[src/rtl/shpd_pkg.sv]
// Shared types, codes and constants for the sync header packet deframer.
`timescale 1ns / 1ps
package shpd_pkg;

  localparam int TICK_COUNT_WIDTH = 16;
  localparam int TIMEOUT_W        = 16;
  localparam int PKT_SIZE_W       = 9;
  localparam int POS_W            = 9;
  localparam int CFG_IDX_W        = 1;
  localparam int CFG_DATA_W       = 16;
  localparam int TICK_CMP_W       = (TICK_COUNT_WIDTH > TIMEOUT_W) ? TICK_COUNT_WIDTH
                                                                   : TIMEOUT_W;

  localparam logic [TICK_COUNT_WIDTH-1:0] TICK_MAX = '1;

  // Commands
  localparam logic [1:0] CMD_ARM  = 2'd0;
  localparam logic [1:0] CMD_BYTE = 2'd1;
  localparam logic [1:0] CMD_TICK = 2'd2;

  // Result status codes
  localparam logic [1:0] ST_BYTE    = 2'd0;
  localparam logic [1:0] ST_LAST    = 2'd1;
  localparam logic [1:0] ST_TIMEOUT = 2'd2;
  localparam logic [1:0] ST_REJECT  = 2'd3;

  // Register indexes
  localparam logic [CFG_IDX_W-1:0] CFG_TIMEOUT = 1'd0;
  localparam logic [CFG_IDX_W-1:0] CFG_MAX_PKT = 1'd1;

  // Reset values and protocol constants
  localparam logic [TIMEOUT_W-1:0]  TIMEOUT_RST  = 16'd100;
  localparam logic [PKT_SIZE_W-1:0] MAX_PKT_RST  = 9'd255;
  localparam logic [PKT_SIZE_W-1:0] MIN_PKT_SIZE = 9'd11;
  localparam logic [15:0]           LEN_MIN      = 16'd4;
  localparam logic [15:0]           LEN_MAX      = 16'd250;
  localparam logic [PKT_SIZE_W-1:0] PKT_OVERHEAD = 9'd7;
  localparam logic [7:0]            SYNC_FF      = 8'hFF;
  localparam logic [7:0]            SYNC_FD      = 8'hFD;
  localparam logic [7:0]            SYNC_00      = 8'h00;
  localparam logic [POS_W-1:0]      POS_BODY     = 9'd4;
  localparam logic [POS_W-1:0]      POS_LEN_LO   = 9'd5;
  localparam logic [POS_W-1:0]      POS_LEN_HI   = 9'd6;
  localparam logic [POS_W-1:0]      POS_PAYLOAD  = 9'd7;

  typedef struct packed {
    logic [1:0] command;
    logic [7:0] rx_byte;
  } item_t;

  typedef struct packed {
    logic [1:0]       status;
    logic [7:0]       packet_byte;
    logic [POS_W-1:0] position;
  } res_t;

  typedef struct packed {
    logic [TIMEOUT_W-1:0]  timeout_ticks;
    logic [PKT_SIZE_W-1:0] max_packet_size;
  } cfg_t;

endpackage

[src/rtl/shpd_if.sv]
// Channel interfaces: input items, result items and register writes.
`timescale 1ns / 1ps
interface shpd_in_if import shpd_pkg::*; ();
  logic       valid;
  logic       ready;
  logic [1:0] command;
  logic [7:0] rx_byte;
  modport source (output valid, output command, output rx_byte, input ready);
  modport sink   (input valid, input command, input rx_byte, output ready);
endinterface

interface shpd_out_if import shpd_pkg::*; ();
  logic             valid;
  logic             ready;
  logic [1:0]       status;
  logic [7:0]       packet_byte;
  logic [POS_W-1:0] position;
  modport source (output valid, output status, output packet_byte, output position,
                  input ready);
  modport sink   (input valid, input status, input packet_byte, input position,
                  output ready);
endinterface

interface shpd_cfg_if import shpd_pkg::*; ();
  logic                  valid;
  logic                  ready;
  logic [CFG_IDX_W-1:0]  index;
  logic [CFG_DATA_W-1:0] data;
  modport source (output valid, output index, output data, input ready);
  modport sink   (input valid, input index, input data, output ready);
endinterface

[src/rtl/sync_header_packet_deframer_top.sv]
// Path order: an accepted input transaction waits in the input register, and its result
//   is valid on the output once the result register has been loaded with it.
// Throughput: one input transaction per cycle unless stalled; the path holds an input
//   register, one pass of deframer logic and a result register.
// in_ch.ready falls only when the input register holds a result-bearing item
//   and the result register is full and not being drained.
// Reset (rst_n low at a clock edge) disarms the receiver, empties both registers and
//   restores timeout_ticks = 100 and max_packet_size = 255.
`timescale 1ns / 1ps
module sync_header_packet_deframer_top import shpd_pkg::*; (
  input  logic       clk,
  input  logic       rst_n,
  shpd_in_if.sink    in_ch,
  shpd_out_if.source out_ch,
  shpd_cfg_if.sink   cfg_ch
);

  cfg_t  cfg;
  item_t in_item;
  item_t item;
  res_t  res;
  res_t  out_res;
  logic  item_vld;
  logic  take;
  logic  res_vld;
  logic  slot_free;

  // Register writes are always taken; send them only while the block is idle (not enforced here).
  assign cfg_ch.ready = 1'b1;

  shpd_cfg_regs u_cfg (
    .clk      (clk),
    .rst_n    (rst_n),
    .wr_en    (cfg_ch.valid),
    .wr_index (cfg_ch.index),
    .wr_data  (cfg_ch.data),
    .cfg      (cfg)
  );

  assign in_item.command = in_ch.command;
  assign in_item.rx_byte = in_ch.rx_byte;

  // Capture the transaction; hold it while the core stalls.
  shpd_in_stage u_in (
    .clk      (clk),
    .rst_n    (rst_n),
    .in_valid (in_ch.valid),
    .in_item  (in_item),
    .in_ready (in_ch.ready),
    .take     (take),
    .item_vld (item_vld),
    .item     (item)
  );

  // Hunt, position tracking, length check and idle timer in one pass.
  shpd_core u_core (
    .clk       (clk),
    .rst_n     (rst_n),
    .cfg       (cfg),
    .item_vld  (item_vld),
    .item      (item),
    .slot_free (slot_free),
    .take      (take),
    .res_vld   (res_vld),
    .res       (res)
  );

  // Park the result until downstream takes it; refill in the same cycle it drains.
  shpd_out_stage u_out (
    .clk       (clk),
    .rst_n     (rst_n),
    .load      (res_vld),
    .res       (res),
    .slot_free (slot_free),
    .out_valid (out_ch.valid),
    .out_ready (out_ch.ready),
    .out_res   (out_res)
  );

  assign out_ch.status      = out_res.status;
  assign out_ch.packet_byte = out_res.packet_byte;
  assign out_ch.position    = out_res.position;

endmodule

[src/rtl/shpd_cfg_regs.sv]
// Configuration registers: timeout and largest packet size.
`timescale 1ns / 1ps
module shpd_cfg_regs import shpd_pkg::*; (
  input  logic                  clk,
  input  logic                  rst_n,
  input  logic                  wr_en,
  input  logic [CFG_IDX_W-1:0]  wr_index,
  input  logic [CFG_DATA_W-1:0] wr_data,
  output cfg_t                  cfg
);

  logic [TIMEOUT_W-1:0]  timeout_r;
  logic [PKT_SIZE_W-1:0] max_pkt_r;

  always_ff @(posedge clk) begin
    if (!rst_n) begin
      timeout_r <= TIMEOUT_RST;
      max_pkt_r <= MAX_PKT_RST;
    end else if (wr_en) begin
      unique case (wr_index)
        CFG_TIMEOUT: timeout_r <= wr_data[TIMEOUT_W-1:0];
        CFG_MAX_PKT: max_pkt_r <= wr_data[PKT_SIZE_W-1:0];
        default:     ;
      endcase
    end
  end

  assign cfg.timeout_ticks   = timeout_r;
  assign cfg.max_packet_size = max_pkt_r;

endmodule

[src/rtl/shpd_in_stage.sv]
// Input register: holds one accepted transaction until the core takes it.
`timescale 1ns / 1ps
module shpd_in_stage import shpd_pkg::*; (
  input  logic  clk,
  input  logic  rst_n,
  input  logic  in_valid,
  input  item_t in_item,
  output logic  in_ready,
  input  logic  take,
  output logic  item_vld,
  output item_t item
);

  logic  vld_r;
  item_t item_r;

  assign in_ready = !vld_r || take;

  always_ff @(posedge clk) begin
    if (!rst_n) begin
      vld_r <= 1'b0;
    end else if (in_ready) begin
      vld_r <= in_valid;
    end
  end

  always_ff @(posedge clk) begin
    if (in_valid && in_ready) begin
      item_r <= in_item;
    end
  end

  assign item_vld = vld_r;
  assign item     = item_r;

endmodule

[src/rtl/shpd_core.sv]
// Deframer state: header hunt, packet position, length check and idle timer.
`timescale 1ns / 1ps
module shpd_core import shpd_pkg::*; (
  input  logic  clk,
  input  logic  rst_n,
  input  cfg_t  cfg,
  input  logic  item_vld,
  input  item_t item,
  input  logic  slot_free,
  output logic  take,
  output logic  res_vld,
  output res_t  res
);

  localparam logic [1:0] HUNT_START = 2'd0;
  localparam logic [1:0] HUNT_FF1   = 2'd1;
  localparam logic [1:0] HUNT_FF2   = 2'd2;
  localparam logic [1:0] HUNT_FD    = 2'd3;

  logic                        armed_r,   armed_nxt;
  logic [1:0]                  hunt_r,    hunt_nxt;
  logic                        in_body_r, in_body_nxt;
  logic [POS_W-1:0]            pos_r,     pos_nxt;
  logic [7:0]                  len_lo_r,  len_lo_nxt;
  logic [PKT_SIZE_W-1:0]       total_r,   total_nxt;
  logic [TICK_COUNT_WIDTH-1:0] idle_r,    idle_nxt;

  logic                        emit;
  logic [TICK_COUNT_WIDTH-1:0] idle_inc;
  logic [15:0]                 len;
  logic [PKT_SIZE_W-1:0]       size;
  logic [PKT_SIZE_W-1:0]       total_eff;
  logic [POS_W:0]              pos_plus1;

  assign idle_inc  = (idle_r == TICK_MAX) ? idle_r : idle_r + 1'b1;
  assign len       = {item.rx_byte, len_lo_r};
  assign size      = {1'b0, len_lo_r} + PKT_OVERHEAD;
  assign total_eff = (pos_r == POS_LEN_HI) ? size : total_r;
  assign pos_plus1 = {1'b0, pos_r} + 1'b1;

  always_comb begin
    armed_nxt   = armed_r;
    hunt_nxt    = hunt_r;
    in_body_nxt = in_body_r;
    pos_nxt     = pos_r;
    len_lo_nxt  = len_lo_r;
    total_nxt   = total_r;
    idle_nxt    = idle_r;
    emit        = 1'b0;
    res         = '0;

    case (item.command)
      CMD_ARM: begin
        // Drop any partial packet and start a fresh hunt; reject the arm if max size is too small.
        armed_nxt   = 1'b0;
        hunt_nxt    = HUNT_START;
        in_body_nxt = 1'b0;
        pos_nxt     = '0;
        total_nxt   = '0;
        idle_nxt    = '0;
        if (cfg.max_packet_size < MIN_PKT_SIZE) begin
          emit       = 1'b1;
          res.status = ST_REJECT;
        end else begin
          armed_nxt = 1'b1;
        end
      end
      CMD_BYTE: begin
        if (armed_r) begin
          idle_nxt = '0;
          if (!in_body_r) begin
            unique case (hunt_r)
              HUNT_START: hunt_nxt = (item.rx_byte == SYNC_FF) ? HUNT_FF1 : HUNT_START;
              HUNT_FF1:   hunt_nxt = (item.rx_byte == SYNC_FF) ? HUNT_FF2 : HUNT_START;
              HUNT_FF2: begin
                if (item.rx_byte == SYNC_FD) begin
                  hunt_nxt = HUNT_FD;
                end else if (item.rx_byte == SYNC_FF) begin
                  hunt_nxt = HUNT_FF2;
                end else begin
                  hunt_nxt = HUNT_START;
                end
              end
              HUNT_FD: begin
                hunt_nxt = HUNT_START;
                if (item.rx_byte == SYNC_00) begin
                  in_body_nxt = 1'b1;
                  pos_nxt     = POS_BODY;
                end
              end
              default: hunt_nxt = HUNT_START;
            endcase
          end else begin
            emit = 1'b1;
            if (pos_r == POS_LEN_LO) begin
              len_lo_nxt = item.rx_byte;
            end
            if (pos_r == POS_LEN_HI &&
                (len < LEN_MIN || len > LEN_MAX || size > cfg.max_packet_size)) begin
              armed_nxt   = 1'b0;
              in_body_nxt = 1'b0;
              hunt_nxt    = HUNT_START;
              res.status  = ST_REJECT;
            end else begin
              if (pos_r == POS_LEN_HI) begin
                total_nxt = size;
              end
              res.packet_byte = item.rx_byte;
              res.position    = pos_r;
              if (pos_r >= POS_PAYLOAD && pos_plus1 >= {1'b0, total_eff}) begin
                armed_nxt   = 1'b0;
                in_body_nxt = 1'b0;
                hunt_nxt    = HUNT_START;
                res.status  = ST_LAST;
              end else begin
                pos_nxt    = pos_plus1[POS_W-1:0];
                res.status = ST_BYTE;
              end
            end
          end
        end
      end
      CMD_TICK: begin
        if (armed_r) begin
          idle_nxt = idle_inc;
          if (TICK_CMP_W'(idle_inc) >= TICK_CMP_W'(cfg.timeout_ticks) ||
              idle_inc == TICK_MAX) begin
            armed_nxt   = 1'b0;
            in_body_nxt = 1'b0;
            hunt_nxt    = HUNT_START;
            emit        = 1'b1;
            res.status  = ST_TIMEOUT;
          end
        end
      end
      default: ;
    endcase
  end

  // Advance unless a result would land on a full output register.
  assign take    = item_vld && (!emit || slot_free);
  assign res_vld = take && emit;

  always_ff @(posedge clk) begin
    if (!rst_n) begin
      armed_r   <= 1'b0;
      hunt_r    <= HUNT_START;
      in_body_r <= 1'b0;
      pos_r     <= '0;
      total_r   <= '0;
      idle_r    <= '0;
    end else if (take) begin
      armed_r   <= armed_nxt;
      hunt_r    <= hunt_nxt;
      in_body_r <= in_body_nxt;
      pos_r     <= pos_nxt;
      total_r   <= total_nxt;
      idle_r    <= idle_nxt;
    end
  end

  always_ff @(posedge clk) begin
    if (take) begin
      len_lo_r <= len_lo_nxt;
    end
  end

  a_body_needs_armed: assert property (@(posedge clk) disable iff (!rst_n)
    in_body_r |-> armed_r)
    else $error("packet body tracked while disarmed");

  a_body_no_hunt: assert property (@(posedge clk) disable iff (!rst_n)
    in_body_r |-> (hunt_r == HUNT_START))
    else $error("header hunt active inside packet body");

  a_body_pos_range: assert property (@(posedge clk) disable iff (!rst_n)
    in_body_r |-> (pos_r >= POS_BODY))
    else $error("body position below first post-header byte");

  a_stall_holds_state: assert property (@(posedge clk) disable iff (!rst_n)
    !take |=> $stable(armed_r) && $stable(pos_r) && $stable(idle_r))
    else $error("state moved without taking a transaction");

endmodule

[src/rtl/shpd_out_stage.sv]
// Result register: holds one result transaction until downstream takes it.
`timescale 1ns / 1ps
module shpd_out_stage import shpd_pkg::*; (
  input  logic clk,
  input  logic rst_n,
  input  logic load,
  input  res_t res,
  output logic slot_free,
  output logic out_valid,
  input  logic out_ready,
  output res_t out_res
);

  logic vld_r;
  res_t res_r;

  assign slot_free = !vld_r || out_ready;

  always_ff @(posedge clk) begin
    if (!rst_n) begin
      vld_r <= 1'b0;
    end else if (load) begin
      vld_r <= 1'b1;
    end else if (out_ready) begin
      vld_r <= 1'b0;
    end
  end

  always_ff @(posedge clk) begin
    if (load) begin
      res_r <= res;
    end
  end

  assign out_valid = vld_r;
  assign out_res   = res_r;

endmodule

[src/flat_wrapper.sv]
// flat-port wrapper written by rule: the top's interface ports become plain ports
module sync_header_packet_deframer_top_flat import shpd_pkg::*;
  (clk, rst_n, in_ch_valid, in_ch_command, in_ch_rx_byte, in_ch_ready, out_ch_valid, out_ch_status, out_ch_packet_byte, out_ch_position, out_ch_ready, cfg_ch_valid, cfg_ch_index, cfg_ch_data, cfg_ch_ready);
  shpd_in_if in_ch_i ();
  shpd_out_if out_ch_i ();
  shpd_cfg_if cfg_ch_i ();
  input  logic clk;
  input  logic rst_n;
  input wire logic [$bits(in_ch_i.valid)-1:0] in_ch_valid;
  input wire logic [$bits(in_ch_i.command)-1:0] in_ch_command;
  input wire logic [$bits(in_ch_i.rx_byte)-1:0] in_ch_rx_byte;
  output wire logic [$bits(in_ch_i.ready)-1:0] in_ch_ready;
  output wire logic [$bits(out_ch_i.valid)-1:0] out_ch_valid;
  output wire logic [$bits(out_ch_i.status)-1:0] out_ch_status;
  output wire logic [$bits(out_ch_i.packet_byte)-1:0] out_ch_packet_byte;
  output wire logic [$bits(out_ch_i.position)-1:0] out_ch_position;
  input wire logic [$bits(out_ch_i.ready)-1:0] out_ch_ready;
  input wire logic [$bits(cfg_ch_i.valid)-1:0] cfg_ch_valid;
  input wire logic [$bits(cfg_ch_i.index)-1:0] cfg_ch_index;
  input wire logic [$bits(cfg_ch_i.data)-1:0] cfg_ch_data;
  output wire logic [$bits(cfg_ch_i.ready)-1:0] cfg_ch_ready;
  assign in_ch_i.valid = in_ch_valid;
  assign in_ch_i.command = in_ch_command;
  assign in_ch_i.rx_byte = in_ch_rx_byte;
  assign in_ch_ready = in_ch_i.ready;
  assign out_ch_valid = out_ch_i.valid;
  assign out_ch_status = out_ch_i.status;
  assign out_ch_packet_byte = out_ch_i.packet_byte;
  assign out_ch_position = out_ch_i.position;
  assign out_ch_i.ready = out_ch_ready;
  assign cfg_ch_i.valid = cfg_ch_valid;
  assign cfg_ch_i.index = cfg_ch_index;
  assign cfg_ch_i.data = cfg_ch_data;
  assign cfg_ch_ready = cfg_ch_i.ready;
  sync_header_packet_deframer_top u_core (.clk(clk), .rst_n(rst_n), .in_ch(in_ch_i), .out_ch(out_ch_i), .cfg_ch(cfg_ch_i));
endmodule
[config.mk]
export PLATFORM = sky130hd
export DESIGN_NAME = sync_header_packet_deframer_top_flat
export DESIGN_NICKNAME = d
export VERILOG_FILES = /design/src/rtl/shpd_pkg.sv /design/src/rtl/shpd_if.sv /design/src/rtl/sync_header_packet_deframer_top.sv /design/src/rtl/shpd_cfg_regs.sv /design/src/rtl/shpd_in_stage.sv /design/src/rtl/shpd_core.sv /design/src/rtl/shpd_out_stage.sv /design/src/flat_wrapper.sv
export SDC_FILE = /design/constraint.sdc
export NUM_CORES = 1
export LEC_CHECK = 0
export BUFFER_PORTS_ARGS = -buffer_cell sky130_fd_sc_hd__clkbuf_2
export CELL_PAD_IN_SITES_DETAIL_PLACEMENT = 2
export CELL_PAD_IN_SITES_GLOBAL_PLACEMENT = 2
export CORE_ASPECT_RATIO = 1.4
export CORE_UTILIZATION = 40
export CTS_CLUSTER_DIAMETER = 80
export DETAILED_ROUTE_END_ITERATION = 10
export PLACE_DENSITY = 0.91
export SYNTH_ARGS = -nofsm -noshare
export SYNTH_HDL_FRONTEND = slang
export SYNTH_SLANG_ARGS = --single-unit
[constraint.sdc]
create_clock -name clk -period 13.7 [get_ports clk]
set_input_delay 1.37 -clock clk [delete_from_list [all_inputs] [get_ports clk]]
set_output_delay 1.37 -clock clk [all_outputs]
set_load 0.01 [all_outputs]
==> qor.yml, run 1 <==
status:
  status: "finished, final reports clean"
finish:
  area_growth_pct: 12.1
  fin_nets: 771
  drive_gt1_share_pct: 13.3
  antenna_cells: 0
  design_area_um2: 6710
  fillerInstances: 1629
  final_core_util_pct: 46.1
floorplan:
  core_um2: 14600
  initial_utilization_pct: 41.1
  die_area_um2: 15500
  die-height_um: 147
  row_count: 52
  die_x_um: 105
  io_pins: 54
cts:
  clk_latency_ns: 0.38
  h-tree-depth: 3
  cts_num_sinks: 102
  cts_buffers: 9
  clockBufferDepth: 2
  cts_hold_buf: 0
  cts_tree: "done"
  root_buffer: "clkbuf_16"
  cts_resized: 0
  cts.clk_slew.worst_paths_ns: 0.07
  post-cts-setup-buffers: 0
sta:
  finalClockSkew_ns: 0.0112
  tightestPinTransition_ns: 1.22
  setup_tns_ns: 0
  hold_viol: 0
  finalCritPeriodShare_pct: 42.2
  max_freq_mhz: 173
  setup-violations-final: 0
  report.final.slew_viol_count: 0
  slew_headroom_pct: 18.7
  finalCriticalPeriod_ns: 5.78
  rsz0062_at_grt: "no"
logic_synthesis:
  syn_inst: 659
  synth_fa_ha_area_share_pct: 8.98
  synth_cell_types: 78
  synth_top_area_share_pct: 21.7
  synthTopCellsByCount: "78 x nand2_1, 65 x dfxtp_1, 49 x a21oi_1"
  ys_seq_area_share_pct: 40.3
  syn-num-nets: 734
  synthMuxAreaShare_pct: 1.36
  synth_xor_xnor_area_share_pct: 2.78
  synth_edf_count: 37
  ys_warn_count: 0
  ys.flop_type: "dfxtp_1"
  synth-seq-cells: 102
  syn_area_per_cell_um2: 9.09
  synth.most_common_cell: "nand2_1"
  synth_top_area_cell: "dfxtp_1"
  synth_top_family_by_area: "simple AND/OR/NAND/NOR gates"
  synth_area_um2: 5990
  async_flop_share_pct: 0
  synth_area_leaders: "dfxtp_1 22%, edfxtp_1 19%, ha_1 9.0%, nand2_1 4.9%, a21oi_1 4.1%"
  synth-simple-area-share_pct: 21.9
  synth_compound_area_share_pct: 19.6
detailed_routing:
  drt_iter0_drc: 163
  via_count: 5386
  avgViaCountPerCell: 6.05
  drc: 0
  totalWireLength_um: 20100
  route.detailed.wl_per_inst_um: 22.6
  drtAntennaViolNets: 0
  firstDrtPassIters: 4
place:
  numPortBuffers: 52
  placed_area_um2: 6380
  place.gp.congestion: 0.906
  hpwl_um: 15300
global_routing:
  antenna_found_initial: 0
  grt_max_degree: 27
  grt_pass1_wl_um: 32500
  grt_pass1_vias: 6186
  grt_overflow: 0
  grt_use_total_pct: 27.4
pwr:
  power.density_nw_per_um2: 99.5
  power_w: 0.000668
  p_leak_nw: 2.71
  ir_drop_uv: 48.3
setup_path:
  critPathKind: "reg2out"
  arrival_ns: 4.41
  required_ns: 12.33
  crit_path_end_kind: "primary output"
  cp_max_fo: 9
  crit_path_start_kind: "flip-flop"
flow_run:
  maxCapViolations: 0
min_path:
  hold_path.class: "reg2reg"
## report_power, final
group	switching (W)	leakage (nW)	internal [W]	total (W)
Combinational	0.0000316	1.68	0.0000163	0.0000479
Sequential	0.00000695	0.874	0.000320	0.000327
Clock	0.000130	0.156	0.000163	0.000293
## flip-flops by register name (all words and copies together), names as in the netlist
signal                   count
u_core.u_out.out_valid       1
u_core.u_core.len_lo_r       8
u_core.u_in.item_vld         1
u_core.u_in.item            10
u_core.u_core.in_body_r      1
u_core.u_cfg.timeout_r      16
u_core.u_out.out_res        19
u_core.u_core.pos_r          9
u_core.u_core.total_r        9
u_core.u_core.hunt_r         2
u_core.u_cfg.max_pkt_r       9
u_core.u_core.idle_r        16
u_core.u_core.armed_r        1
## layout make-up
class / count / area [µm²] / area share (%)
Clock buffer: 9 / 225 / 3.36
Clock inverter: 7 / 104 / 1.55
Inverter: 46 / 173 / 2.57
Multi-Input combinational cell: 482 / 3280 / 48.9
Sequential cell: 102 / 2410 / 35.9
Tap cell: 189 / 236 / 3.52
Timing Repair Buffer: 55 / 283 / 4.21
## cells by family (layout without fill, tap and decap cells)
group,Yosys count,after routing
compound gates,173,173
xor+xnor,19,19
fa+ha+maj,43,43
buf+inv,75,117
flops,102,102
mux,8,8
other cells,1,1
simple gates,238,238
## worst max-delay path: stages (launching register included)
cell	delay, ns
dfxtp_1	0.47
ha_1	0.34
nand4_2	0.23
nor4_4	0.54
xor2_1	0.27
ha_1	0.27
nand2b_1	0.15
a21o_1	0.19
a21o_1	0.18
a2111oi_1	0.56
o211a_1	0.35
o211ai_1	0.21
nand2_1	0.15
clkbuf_2	0.14
## per-layer routing
metal	vias to the layer above	routed length [µm]	track usage [%]
li1	2490	-	-
met5	-	0	0
met1	2677	7050	26.2
met3	75	640	4.70
met2	144	11300	52.8
met4	0	1120	18.5
## cell usage in the layout, fill, tap and decap left out, drive strengths merged, types with 5 or more instances in the layout
cell,count
inv,49
a31oi,5
o211ai,19
o21ai,36
and2,20
mux2i,7
a211oi,5
or4,8
or3,8
xor2,9
nand2,78
clkbuf,61
o2bb2ai,8
nand2b,7
nand3,18
dfxtp,65
edfxtp,37
a21o,5
nand4,33
or2,5
nor4,6
nor3,8
ha,43
a22o,6
nor2,25
o21a,10
a21oi,49
xnor2,10
nor2b,6
## per-stage QoR
stage	setup WS, ns	std cells	hold slack, ns
finish	7.92	890	0.459
global route	7.64	890	0.480
CTS	7.90	890	0.462
detailed placement	8.34	874	0.452
global placement	8.55	874	0.444
floorplan	9.09	659	0.432
## path summary, 6_finish.rpt
path / slack, ns / cells past startpoint / to / from
worst max-delay path: 7.92 / 13 / in_ch_ready / u_core.u_core.idle_r[0]
worst min-delay path: 0.46 / 2 / u_core.u_cfg.timeout_r[10] / u_core.u_cfg.timeout_r[10]
worst max register to register: 8.34 / 13 / u_core.u_core.pos_r[0] / u_core.u_core.pos_r[4]
worst min register to register: 0.46 / 2 / u_core.u_cfg.timeout_r[10] / u_core.u_cfg.timeout_r[10]
Power figures use the tool's default switching activity.
==> run 2: changes to the inputs <==
--- a/config.mk
+++ b/config.mk
@@ -9,10 +9,10 @@
 export CELL_PAD_IN_SITES_DETAIL_PLACEMENT = 2
 export CELL_PAD_IN_SITES_GLOBAL_PLACEMENT = 2
 export CORE_ASPECT_RATIO = 1.4
-export CORE_UTILIZATION = 40
+export CORE_UTILIZATION = 38
 export CTS_CLUSTER_DIAMETER = 80
 export DETAILED_ROUTE_END_ITERATION = 10
-export PLACE_DENSITY = 0.91
+export PLACE_DENSITY = 0.87
 export SYNTH_ARGS = -nofsm -noshare
 export SYNTH_HDL_FRONTEND = slang
 export SYNTH_SLANG_ARGS = --single-unit
==> constraint.sdc (replaced) <==
create_clock -name clk -period 5.45 [get_ports clk]
set_input_delay 0.545 -clock clk [delete_from_list [all_inputs] [get_ports clk]]
set_output_delay 0.545 -clock clk [all_outputs]
set_load 0.01 [all_outputs]
==> run 2 against run 1 <==
Global-route usage is 1.7 points lower; first-iteration DRC count is 16% higher; flip-flop and latch count unchanged; design area decreased by 0.24%; via count shrank 0.98%; cell count up 0.56%; sequential share of layout area grew 0.087 points; combinational power grew 140%; die area grew 5.2%; largest cell class unchanged; largest power group unchanged.
==> qor.yml, run 2 (synthesis results as in run 1) <==
cts:
  cts.clk_slew.worst_paths_ns: 0.07
  cts_tree: "done"
  cts_hold_buf: 0
  cts_num_sinks: 102
  clk_latency_ns: 0.36
  cts_buffers: 9
  root_buffer: "clkbuf_16"
  h-tree-depth: 3
  clockBufferDepth: 2
pwr:
  switching_power_w: 0.000397
  p_int_w: 0.00119
  power_w: 0.00159
  power.density_nw_per_um2: 237
  combPwrFrac_pct: 7.3
  swShare_pct: 25.0
  p_clk_share_pct: 40.9
  ir_drop_uv: 185
  p_seq_share_pct: 51.8
  p_leak_nw: 2.71
global_routing:
  grt_use_total_pct: 25.8
  grt_pass1_vias: 6013
  grt_max_degree: 40
  grt_pass1_wl_um: 31700
  grt_overflow: 0
  antenna_found_initial: 0
setup_path:
  critPathLaunch: "u_core.u_core.idle_r[0]"
  critPathKind: "reg2reg"
  cp_max_fo: 11
  required_ns: 5.72
  crit_path_start_kind: "flip-flop"
  regToRegSetupSlack_ns: 0.51
  crit_path_end_kind: "flip-flop"
  reg2reg_to: "u_core.u_core.total_r[8]"
  arrival_ns: 5.22
  rr_startpoint: "u_core.u_core.idle_r[0]"
  rr_worst_depth: 13
sta:
  finalCriticalPeriod_ns: 4.94
  finalClockSkew_ns: 0.0109
  tightestPinTransition_ns: 1.23
  max_freq_mhz: 202
  setup_tns_ns: 0
  setup-violations-final: 0
  layout_setup_ws_ns: 0.508
  rsz0062_at_grt: "no"
  finalCritPeriodShare_pct: 90.7
  slew_headroom_pct: 17.4
  report.final.slew_viol_count: 0
  hold_viol: 0
detailed_routing:
  drtAntennaViolNets: 0
  totalWireLength_um: 19800
  via_count: 5333
  firstDrtPassIters: 7
  route.detailed.wl_per_inst_um: 22.1
  avgViaCountPerCell: 5.96
  drt_iter0_drc: 189
  drc: 0
floorplan:
  core_um2: 15200
  die_x_um: 108
  die_area_um2: 16300
  io_pins: 54
  row_count: 53
  die-height_um: 151
  initial_utilization_pct: 39.4
flow_run:
  maxCapViolations: 0
min_path:
  hold_path.class: "in2reg"
  hp-start: "in_ch_command[0]"
  holdPathStages: 1
  whs_endpoint: "u_core.u_in.item[8]"
finish:
  area_growth_pct: 11.8
  drive_gt1_share_pct: 13.5
  antenna_cells: 0
  mostFrequentLayoutCells: "78 x nand2_1, 65 x dfxtp_1, 52 x clkbuf_2"
  design_area_um2: 6700
  fillerInstances: 1678
  final_common_cell: "nand2_1"
  largest_reg_flops: 19
  fin_nets: 773
status:
  status: "finished, final reports clean"
place:
  hpwl_um: 15300
  pre_cts_ws_ns: 0.408
  numPortBuffers: 52
  place.gp.congestion: 0.848
  placed_area_um2: 6400
==> run 2: changes by cell type in the layout (fill, tap and decap cells not counted), moves of 2 or more <==
cell,previous run,this run
buf_4,3,5
bufinv_16,2,0
clkinv_4,0,2
inv_8,2,0
==> run 2: through the flow <==
step                hold slack (ns)  instances  util [%]
floorplan                     0.432        659         -
global placement              0.444        879      42.2
detailed placement            0.452        879      42.2
CTS                           0.353        895      44.1
global route                  0.356        895      44.1
finish                        0.359        895      44.1
==> run 2: worst max path at each step <==
stage,endpoint,slack (ns),depth (start not counted)
floorplan,u_core.u_out.out_res[0],0.87,12
global placement,u_core.u_core.len_lo_r[5],0.80,12
detailed placement,u_core.u_core.len_lo_r[5],0.41,12
CTS,u_core.u_core.len_lo_r[5],0.40,12
global route,u_core.u_core.total_r[8],0.03,13
finish,u_core.u_core.total_r[8],0.51,13
==> run 2: area by class of cell <==
type	instances	area, µm²	area share, %
inverters	46	173	2.58
well taps	192	240	3.59
clock buffers	11	243	3.62
repair buffers	57	298	4.45
flip-flops and latches	102	2410	36.0
clock inverters	5	48.8	0.729
multi-input cells	482	3280	49.0
==> run 2: worst max-delay path: stages (launching register included) <==
cell and delay, ns:
dfxtp_1 0.45, ha_1 0.33, nand4_2 0.24, nor4_4 0.55, xor2_1 0.26, ha_1 0.26
nand2b_1 0.14, a21o_1 0.17, a21o_1 0.18, a2111oi_1 0.61, o211a_1 0.35, o2111ai_1 0.43
nand4b_1 0.58, o2bb2ai_1 0.30
==> run 2: power groups by stage <==
| stage | Combinational (W) | Sequential, W | Clock [W] |
|---|---|---|---|
| floorplan | 0.0000768 | 0.000831 | 0 |
| global placement | 0.000108 | 0.000837 | 0 |
| detailed placement | 0.000116 | 0.000841 | 0 |
| CTS | 0.000117 | 0.000824 | 0.000666 |
| global route | 0.000129 | 0.000826 | 0.000687 |
| finish | 0.000116 | 0.000824 | 0.000650 |
==> run 2: metal layers <==
metal / GRT usage [%] / wire length (µm)
met1: 24.2 / 7030
met2: 51.3 / 11300
met3: 3.68 / 469
met4: 15.4 / 977
met5: 0 / 0
==> run 2: repair_timing <==
action,4_1_cts,5_1_grt
buffers inserted,0,0
endpoints found under the hold margin,0,0
gates resized for setup,0,1
setup endpoints to repair,0,8
==> run 3: changes to the inputs <==
--- a/config.mk
+++ b/config.mk
@@ -5,11 +5,12 @@
 export SDC_FILE = /design/constraint.sdc
 export NUM_CORES = 1
 export LEC_CHECK = 0
+export ABC_AREA = 1
 export BUFFER_PORTS_ARGS = -buffer_cell sky130_fd_sc_hd__clkbuf_2
 export CELL_PAD_IN_SITES_DETAIL_PLACEMENT = 2
 export CELL_PAD_IN_SITES_GLOBAL_PLACEMENT = 2
 export CORE_ASPECT_RATIO = 1.4
-export CORE_UTILIZATION = 38
+export CORE_UTILIZATION = 35
 export CTS_CLUSTER_DIAMETER = 80
 export DETAILED_ROUTE_END_ITERATION = 10
 export PLACE_DENSITY = 0.87
==> run 3 against run 2 <==
Synthesized cell count grew 29%; count of clock-buffer cells in the layout is 1 lower; critical path depth increased by 9; critical endpoint is now u_core.u_out.out_res[5].
==> qor.yml, run 3 <==
logic_synthesis:
  synth_area_leaders: "dfxtp_1 21%, edfxtp_1 18%, nand2_1 12%, ha_1 8.6%, inv_1 8.6%"
  synth_cell_types: 40
  syn_area_per_cell_um2: 7.31
  synth.most_common_cell: "nand2_1"
  async_flop_share_pct: 0
  synthTopCellsByCount: "195 x nand2_1, 143 x inv_1, 113 x nor2_1"
  ys_seq_area_share_pct: 38.7
  synth_top_area_cell: "dfxtp_1"
  syn_inst: 853
  synth_edf_count: 37
  syn-num-nets: 928
  synth_top_area_share_pct: 20.9
  synth-seq-cells: 102
  synth_area_um2: 6230
  ys.flop_type: "dfxtp_1"
  ys_warn_count: 0
pwr:
  p_leak_nw: 3.33
  ir_drop_uv: 174
  power.density_nw_per_um2: 262
status:
  status: "finished, final reports clean"
detailed_routing:
  drc: 0
  drtAntennaViolNets: 0
  route.detailed.wl_per_inst_um: 18.2
  drt_iter0_drc: 143
  via_count: 5742
  avgViaCountPerCell: 5.07
  totalWireLength_um: 20600
  firstDrtPassIters: 4
setup_path:
  slowest_stage: "inv_1"
  crit_path_end_kind: "flip-flop"
  worstPathCellList: "ha_1 > nand2_1 > nor2_4 > nand4_1 > nand2_1 > nand2_1 > ha_1 > a21oi_1 > o21ai_0 > nand2_1 > nand4_1 > nand2_1 > nand2_1 > nor2_1 > nand3_2 > nand2_2 > nand2_4 > nand2_4 > nand2_2 > nor2_1 > nand2_1 > inv_1"
  arrival_ns: 4.49
  critPathKind: "reg2reg"
  cpPeakStageDelay_ns: 0.59
  crit_path_frequent_cell: "nand2_1"
  crit_path_start_kind: "flip-flop"
  cp_max_fo: 19
  required_ns: 5.45
  critPathLaunch: "u_core.u_core.idle_r[1]"
  rr_startpoint: "u_core.u_core.idle_r[1]"
sta:
  setup_tns_ns: 0
  rsz0062_at_grt: "no"
  slew_headroom_pct: 36.6
  setup-violations-final: 0
  tightestPinTransition_ns: 0.950
  finalCritPeriodShare_pct: 82.2
  finalCriticalPeriod_ns: 4.48
  max_freq_mhz: 223
  report.final.slew_viol_count: 0
  hold_viol: 0
  finalClockSkew_ns: 0.0140
place:
  numPortBuffers: 52
  hpwl_um: 16000
  place.gp.congestion: 0.851
  placed_area_um2: 6660
floorplan:
  initial_utilization_pct: 35.8
  die_x_um: 115
  row_count: 57
  die-height_um: 160
  core_um2: 17400
  die_area_um2: 18400
  io_pins: 54
cts:
  cts_num_sinks: 102
  cts_hold_buf: 0
  root_buffer: "clkbuf_16"
  h-tree-depth: 3
  clockBufferDepth: 2
  cts_resized: 0
  clk_latency_ns: 0.37
  post-cts-setup-buffers: 0
  cts.clk_slew.worst_paths_ns: 0.08
  cts_tree: "done"
  cts_buffers: 9
finish:
  ff_latch_area_um2: 2410
  fillerInstances: 2111
  fin_nets: 967
  drive_gt1_share_pct: 10.8
  design_area_um2: 6990
  largest_reg_flops: 19
  multi_input_area_um2: 3140
  mostFrequentLayoutCells: "195 x nand2_1, 143 x inv_1, 113 x nor2_1"
  final_common_cell: "nand2_1"
  area_growth_pct: 12.0
  antenna_cells: 0
global_routing:
  grt_pass1_vias: 6396
  grt_pass1_wl_um: 32600
  grt_max_degree: 45
  grt_use_total_pct: 23.6
  grt_overflow: 0
  antenna_found_initial: 0
min_path:
  hold_path.class: "in2reg"
  hp-start: "in_ch_rx_byte[1]"
flow_run:
  maxCapViolations: 0
[run 3: cell count changes after synthesis, sizes merged, moves of 15 or more]
cell,previous run,this run
nand4,33,18
nand2,78,205
nand3,18,38
inv,46,147
and2,20,0
nor2,25,118
[run 3: metal layers]
| layer | part of all wire (%) | GRT usage (%) |
|---|---|---|
| met3 | 1.5 | 2.62 |
| met4 | 3.2 | 10.2 |
| met1 | 37 | 22.9 |
| met2 | 58 | 48.3 |
| met5 | 0 | 0 |
[run 3: cell type report]
cell class              count  share of cell area [%]
inverters                 147                    7.90
clock inverters             6                    1.04
multi-input cells         580                    45.0
repair buffers             52                    3.73
flip-flops and latches    102                    34.5
well taps                 236                    4.23
clock buffers              10                    3.58
[run 3: power by group]
group / internal [W] / switching (W)
clock network: 0.000356 / 0.000355
logic: 0.0000872 / 0.000180
registers: 0.000821 / 0.0000315
total: 0.00126 / 0.000567
[run 3: worst paths after layout]
path / slack, ns / endpoint / depth (start not counted)
hold / removal: 0.35 / u_core.u_in.item[1] / 1
hold reg to reg: 0.47 / u_core.u_cfg.timeout_r[13] / 2
setup reg to reg: 0.97 / u_core.u_out.out_res[5] / 22
setup / recovery: 0.97 / u_core.u_out.out_res[5] / 22
[run 3: cell families after synthesis]
kind of cell	share of synthesized area (%)
AND/OR/NAND/NOR	27.7
buffers and inverters	10.9
AO/OA/AOI/OAI	12.3
flip-flops	38.7
adder cells (fa/ha/maj)	8.63
XOR/XNOR	1.69
other	0.0601
[run 3: critical path: cells and delay by family, from the launching register on]
family | cells | cell delay [ns]
buf+inv | 1 | 0.59
simple gates | 17 | 2.22
fa+ha+maj | 2 | 0.61
compound gates | 2 | 0.27
flops | 1 | 0.40
[run 3: stage by stage]
stage	instances	hold slack (ns)	power (W)	setup WS, ns	util, %
CTS	1133	0.336	0.00185	0.934	40.1
global route	1133	0.340	0.00191	0.637	40.1
floorplan	853	0.426	0.00104	2.11	-
global placement	1117	0.444	0.00112	1.20	38.3
finish	1133	0.346	0.00183	0.968	40.1
detailed placement	1117	0.448	0.00114	1.07	38.3
